`src/rtl/sla_div.sv`:
```
// pipelined restoring divider, one quotient bit per stage, with side payload
module sla_div #(
  parameter int NUM_W = 8,
  parameter int DEN_W = 8,
  parameter int Q_W = 4,
  parameter int PAY_W = 1
) (
  input  logic             clk,
  input  logic             rst_n,
  input  logic             en,
  input  logic             in_valid,
  input  logic [NUM_W-1:0] num,
  input  logic [DEN_W-1:0] den,
  input  logic [PAY_W-1:0] pay,
  output logic             out_valid,
  output logic [Q_W-1:0]   quot,
  output logic [PAY_W-1:0] out_pay
);
  localparam int CW = (NUM_W > DEN_W + Q_W) ? NUM_W : DEN_W + Q_W;

  logic             v_r [Q_W];
  logic [CW-1:0]    rem_r [Q_W];
  logic [Q_W-1:0]   q_r [Q_W];
  logic [DEN_W-1:0] den_r [Q_W];
  logic [PAY_W-1:0] pay_r [Q_W];

  logic             v_in [Q_W];
  logic [CW-1:0]    rem_in [Q_W];
  logic [Q_W-1:0]   q_in [Q_W];
  logic [DEN_W-1:0] den_in [Q_W];
  logic [PAY_W-1:0] pay_in [Q_W];
  logic [CW-1:0]    rem_nxt [Q_W];
  logic [Q_W-1:0]   q_nxt [Q_W];

  always_comb begin
    v_in[0] = in_valid;
    rem_in[0] = CW'(num);
    q_in[0] = '0;
    den_in[0] = den;
    pay_in[0] = pay;
    for (int j = 1; j < Q_W; j++) begin
      v_in[j] = v_r[j-1];
      rem_in[j] = rem_r[j-1];
      q_in[j] = q_r[j-1];
      den_in[j] = den_r[j-1];
      pay_in[j] = pay_r[j-1];
    end
  end

  always_comb begin
    logic [CW-1:0] dsh;
    dsh = '0;
    for (int j = 0; j < Q_W; j++) begin
      dsh = CW'(den_in[j]) << (Q_W - 1 - j);
      if (rem_in[j] >= dsh) begin
        rem_nxt[j] = rem_in[j] - dsh;
        q_nxt[j] = q_in[j] | (Q_W'(1) << (Q_W - 1 - j));
      end else begin
        rem_nxt[j] = rem_in[j];
        q_nxt[j] = q_in[j];
      end
    end
  end

  always_ff @(posedge clk) begin
    if (!rst_n) begin
      for (int j = 0; j < Q_W; j++) v_r[j] <= 1'b0;
    end else if (en) begin
      for (int j = 0; j < Q_W; j++) v_r[j] <= v_in[j];
    end
  end

  always_ff @(posedge clk) begin
    if (en) begin
      for (int j = 0; j < Q_W; j++) begin
        rem_r[j] <= rem_nxt[j];
        q_r[j] <= q_nxt[j];
        den_r[j] <= den_in[j];
        pay_r[j] <= pay_in[j];
      end
    end
  end

  assign out_valid = v_r[Q_W-1];
  assign quot = q_r[Q_W-1];
  assign out_pay = pay_r[Q_W-1];
endmodule

```
`config.mk`:
```
export PLATFORM = sky130hd
export DESIGN_NAME = sla_div
export DESIGN_NICKNAME = d
export VERILOG_FILES = /design/src/rtl/sla_div.sv
export SDC_FILE = /design/constraint.sdc
export NUM_CORES = 1
export LEC_CHECK = 0
export BUFFER_PORTS_ARGS = -buffer_cell sky130_fd_sc_hd__buf_2
export CORE_UTILIZATION = 36
export DETAILED_ROUTE_END_ITERATION = 7
export PLACE_DENSITY = 0.49
export SYNTH_ARGS = -nofsm -noshare
export SYNTH_HDL_FRONTEND = slang
export SYNTH_SLANG_ARGS = --single-unit
```
`constraint.sdc`:
```
create_clock -name clk -period 5.95 [get_ports clk]
set_input_delay 0.8925 -clock clk [delete_from_list [all_inputs] [get_ports clk]]
set_output_delay 0.8925 -clock clk [all_outputs]
set_load 0.01 [all_outputs]
```
==> results_dict.tcl <==
set metrics [dict create \
    worst-endpoint-arrival_ns 2.85 \
    dominant_combinational_cell_family_by_area_after_synthesis "adder cells" \
    final.setup_skew_ns 0.0108 \
    netlist_instances 311 \
    yosys_register_bits 78 \
    final-instance-count-excl-fill 487 \
    setup-violations-final 0 \
    cts_root_buf "sky130_fd_sc_hd__clkbuf_8" \
    period_needed_ns 2.74 \
    whs_path_depth 0 \
    power.density_nw_per_um2 309 \
    multiInputGateArea_um2 1480 \
    grt.busiest_layer "met2" \
    crit_type "register to register" \
    ff_latch_area_um2 2310 \
    die_width_um 107 \
    crit_path_largest_cell_delay_ns 0.84 \
    grtUsageTotal 0.128 \
    timing.hold.worst_endpoint "q_r[3][1]" \
    fin_nets 399 \
    avgSynthCellArea_um2 12.7 \
    detail_route.first_pass.iterations 4 \
    post-cts-setup-buffers 0 \
    htree_num_levels 3 \
    antenna_found_initial 0 \
    timing.final.hold_violations 0 \
    postSynth.topFlopCell "sky130_fd_sc_hd__edfxtp_1" \
    core_um2 10500 \
    detail_route.iter0.violations 110 \
    synth_area_leader_cell "sky130_fd_sc_hd__edfxtp_1" \
    slowest_stage_cell_on_the_critical_path "sky130_fd_sc_hd__a2111oi_4" \
    run_status "completed" \
    synth_top_cells_by_area "sky130_fd_sc_hd__edfxtp_1 57%, sky130_fd_sc_hd__ha_1 9.2%, sky130_fd_sc_hd__inv_1 3.7%, sky130_fd_sc_hd__a21oi_1 2.8%, sky130_fd_sc_hd__mux2_2 2.3%" \
    ys_seq_area_frac 0.585 \
    r2r_start "rem_r[1][5]" \
    worstMarginPinSlew_ns 0.954 \
    setup_tns_ns 0 \
    regToRegSetupSlack_ns 3.21 \
    insertion_delay_ns 0.35 \
    clock_sink_count 78 \
    min-delay-path-class "register to register" \
    parity_gate_share_of_the_synthesized_area_counting_xor_and_xnor_cells 0.0377 \
    final_cell_mix "75 x sky130_fd_sc_hd__edfxtp_1, 39 x sky130_fd_sc_hd__inv_1, 29 x sky130_fd_sc_hd__ha_1" \
    ioPinCount 27 \
    dieHeight_um 107 \
    post_cts_hold_buffer_count 0 \
    timing.critical_path.fanout_max 18 \
    synth_simple_gate_area_frac 0.0937 \
    cts-root-to-sink-buffers 2 \
    detail-route-antenna-nets 0 \
    met1_resource_use_gr 0.155 \
    post_synth_fa_ha_maj_area_fraction 0.107 \
    drt_drc_violations_left 0 \
    wire_per_inst_um 13.1 \
    hold_path_startpoint "q_r[2][1]" \
    max_slew_margin 0.364 \
    detailedPlace.worstSlack_ns 2.94 \
    pin_count_of_the_biggest_net_entering_global_routing 80 \
    worstPathRequired_ns 6.06 \
    ir_drop_uv 124 \
    met3_usage 0.0401 \
    worst_hold_slack_ns 0.423 \
    grt_setup_unrepaired "no" \
    numPlacedInstances 471 \
    grt_pass1_wl_mm 11.0 \
    vias 2294 \
    tritoncts_clock_tree "done" \
    overall_routed_net_length_mm 6.40 \
    place_congestion 0.819 \
    max-cap-violations 0 \
    p_leak_nw 1.76 \
    antenna_cells_inserted 0 \
    endpoint_kind "register" \
    timing.final.max_slew_violations 0 \
    cts_inserted_buffers 9 \
    compound_gate_portion_of_the_synthesized_area 0.106 \
    flow.area_growth_from_synthesis_pct 12.4 \
    r2r_cells 5 \
    gr_met2_demand_resource 0.212 \
    synth.lib_cells_used.distinct 43 \
    final.setup.worst_slack_ns 3.21 \
    synth.top_cell.area_share 0.570 \
    crit_chain "ha_1 -> a21oi_1 -> o22ai_1 -> a2111oi_4 -> mux2_2" \
    fin_crit_sh 0.461 \
    portBuffers 26 \
    maxClockFrequency_mhz 365 \
    number_of_cell_rows 37 \
    syn_nets 364 \
    crit-reg2reg-capture "rem_r[2][2]" \
    first_global_vias 2341 \
    muxShareOfSynthArea 0.0304 \
    starting_density 0.378 \
    post_cts_resize_count 0 \
    grt_remaining_overflow 0 \
    drive_gt1_frac 0.165 \
    synth.cell_area_um2 3950 \
    dpl.hpwl_mm 4.66 \
    count_of_synthesis_stage_warnings_from_yosys 0 \
    clkSlewWorstSetupHoldPaths_ns 0.08 \
    layout_fillers 1016 \
    layout_commonest_cell "sky130_fd_sc_hd__edfxtp_1" \
    worstSetupStartpointType "register" \
    fp.dieArea_um2 11400 \
    vias_per_cell 4.71 \
    synth-async-reset-ratio 0 \
    synth-edff-count 75 \
]
-- power breakdown --
part           internal (mW)  switching, mW
Clock                  0.194          0.200
Sequential             0.680         0.0266
Combinational          0.121          0.152
Total                  0.995          0.379
-- through the flow --
step | utilization | total power [mW] | instance area, um^2
finish | 0.424 | 1.37 | 4440
global route | 0.424 | 1.46 | 4440
CTS | 0.424 | 1.40 | 4440
detailed placement | 0.406 | 0.995 | 4240
global placement | 0.406 | 0.993 | 4240
floorplan | - | 0.919 | 3950
-- synth_stat cells (2+ instances only) --
| cell type | instances |
|---|---|
| sky130_fd_sc_hd__xnor2_1 | 9 |
| sky130_fd_sc_hd__o21ai_0 | 14 |
| sky130_fd_sc_hd__buf_2 | 2 |
| sky130_fd_sc_hd__nor3b_1 | 3 |
| sky130_fd_sc_hd__edfxtp_1 | 75 |
| sky130_fd_sc_hd__nor2_1 | 13 |
| sky130_fd_sc_hd__fa_1 | 3 |
| sky130_fd_sc_hd__nand3_1 | 4 |
| sky130_fd_sc_hd__ha_1 | 29 |
| sky130_fd_sc_hd__or4_1 | 2 |
| sky130_fd_sc_hd__a211oi_1 | 3 |
| sky130_fd_sc_hd__nor3_1 | 6 |
| sky130_fd_sc_hd__nand2b_1 | 3 |
| sky130_fd_sc_hd__nor2b_1 | 4 |
| sky130_fd_sc_hd__and3_1 | 2 |
| sky130_fd_sc_hd__xor2_1 | 8 |
| sky130_fd_sc_hd__o211ai_1 | 3 |
| sky130_fd_sc_hd__or3_1 | 3 |
| sky130_fd_sc_hd__dfxtp_1 | 3 |
| sky130_fd_sc_hd__a31oi_1 | 2 |
| sky130_fd_sc_hd__or2_2 | 3 |
| sky130_fd_sc_hd__a21oi_1 | 22 |
| sky130_fd_sc_hd__mux2i_1 | 3 |
| sky130_fd_sc_hd__mux2_2 | 8 |
| sky130_fd_sc_hd__nand3b_1 | 3 |
| sky130_fd_sc_hd__a21o_1 | 7 |
| sky130_fd_sc_hd__nand4_1 | 2 |
| sky130_fd_sc_hd__nand2_1 | 19 |
| sky130_fd_sc_hd__inv_1 | 39 |
-- cell type report --
cell class / count / share of cell area
Clock buffer: 9 / 0.0279
Clock inverter: 7 / 0.0163
Inverter: 39 / 0.0330
Multi-Input combinational cell: 192 / 0.334
Sequential cell: 78 / 0.521
Tap cell: 136 / 0.0383
Timing Repair Buffer: 26 / 0.0299
-- critical path: cells and delay by family, from the launching register on --
kind	cells	cell delay (ns)
adder cells (fa/ha/maj)	1	0.37
AO/OA/AOI/OAI	3	1.31
multiplexers	1	0.41
flip-flops	1	0.40
-- per-layer routing --
layer | up-vias | wire length (um)
met4 | 0 | 110
met1 | 1039 | 2980
met2 | 41 | 3100
met3 | 10 | 202
met5 | - | 0
li1 | 1204 | -
-- cells by family (layout without fill, tap and decap cells) --
kind of cell / count (synthesis) / after routing
xor gates and xnor gates: 17 / 17
DFF: 78 / 78
adders and majority gates: 32 / 32
muxes: 11 / 11
buffers and inverters: 41 / 81
AOI/OAI and AO/OA: 61 / 61
and+or+nand+nor: 71 / 71
-- registers in the layout, summed over array words and instances, names as in the netlist --
register,flops
q_r,10
pay_r,4
v_r,4
den_r,24
rem_r,36
-- worst max path at each step --
stage	start	end	cells after the start
6_report	rem_r[1][5]	rem_r[2][2]	5
5_1_grt	rem_r[1][3]	rem_r[2][2]	5
4_1_cts	rem_r[1][5]	rem_r[2][2]	5
3_5_place_dp	den[1]	rem_r[0][5]	8
3_3_place_gp	den[1]	rem_r[0][7]	8
2_1_floorplan	den[1]	rem_r[0][4]	7
(Power assumes the default switching activity.)
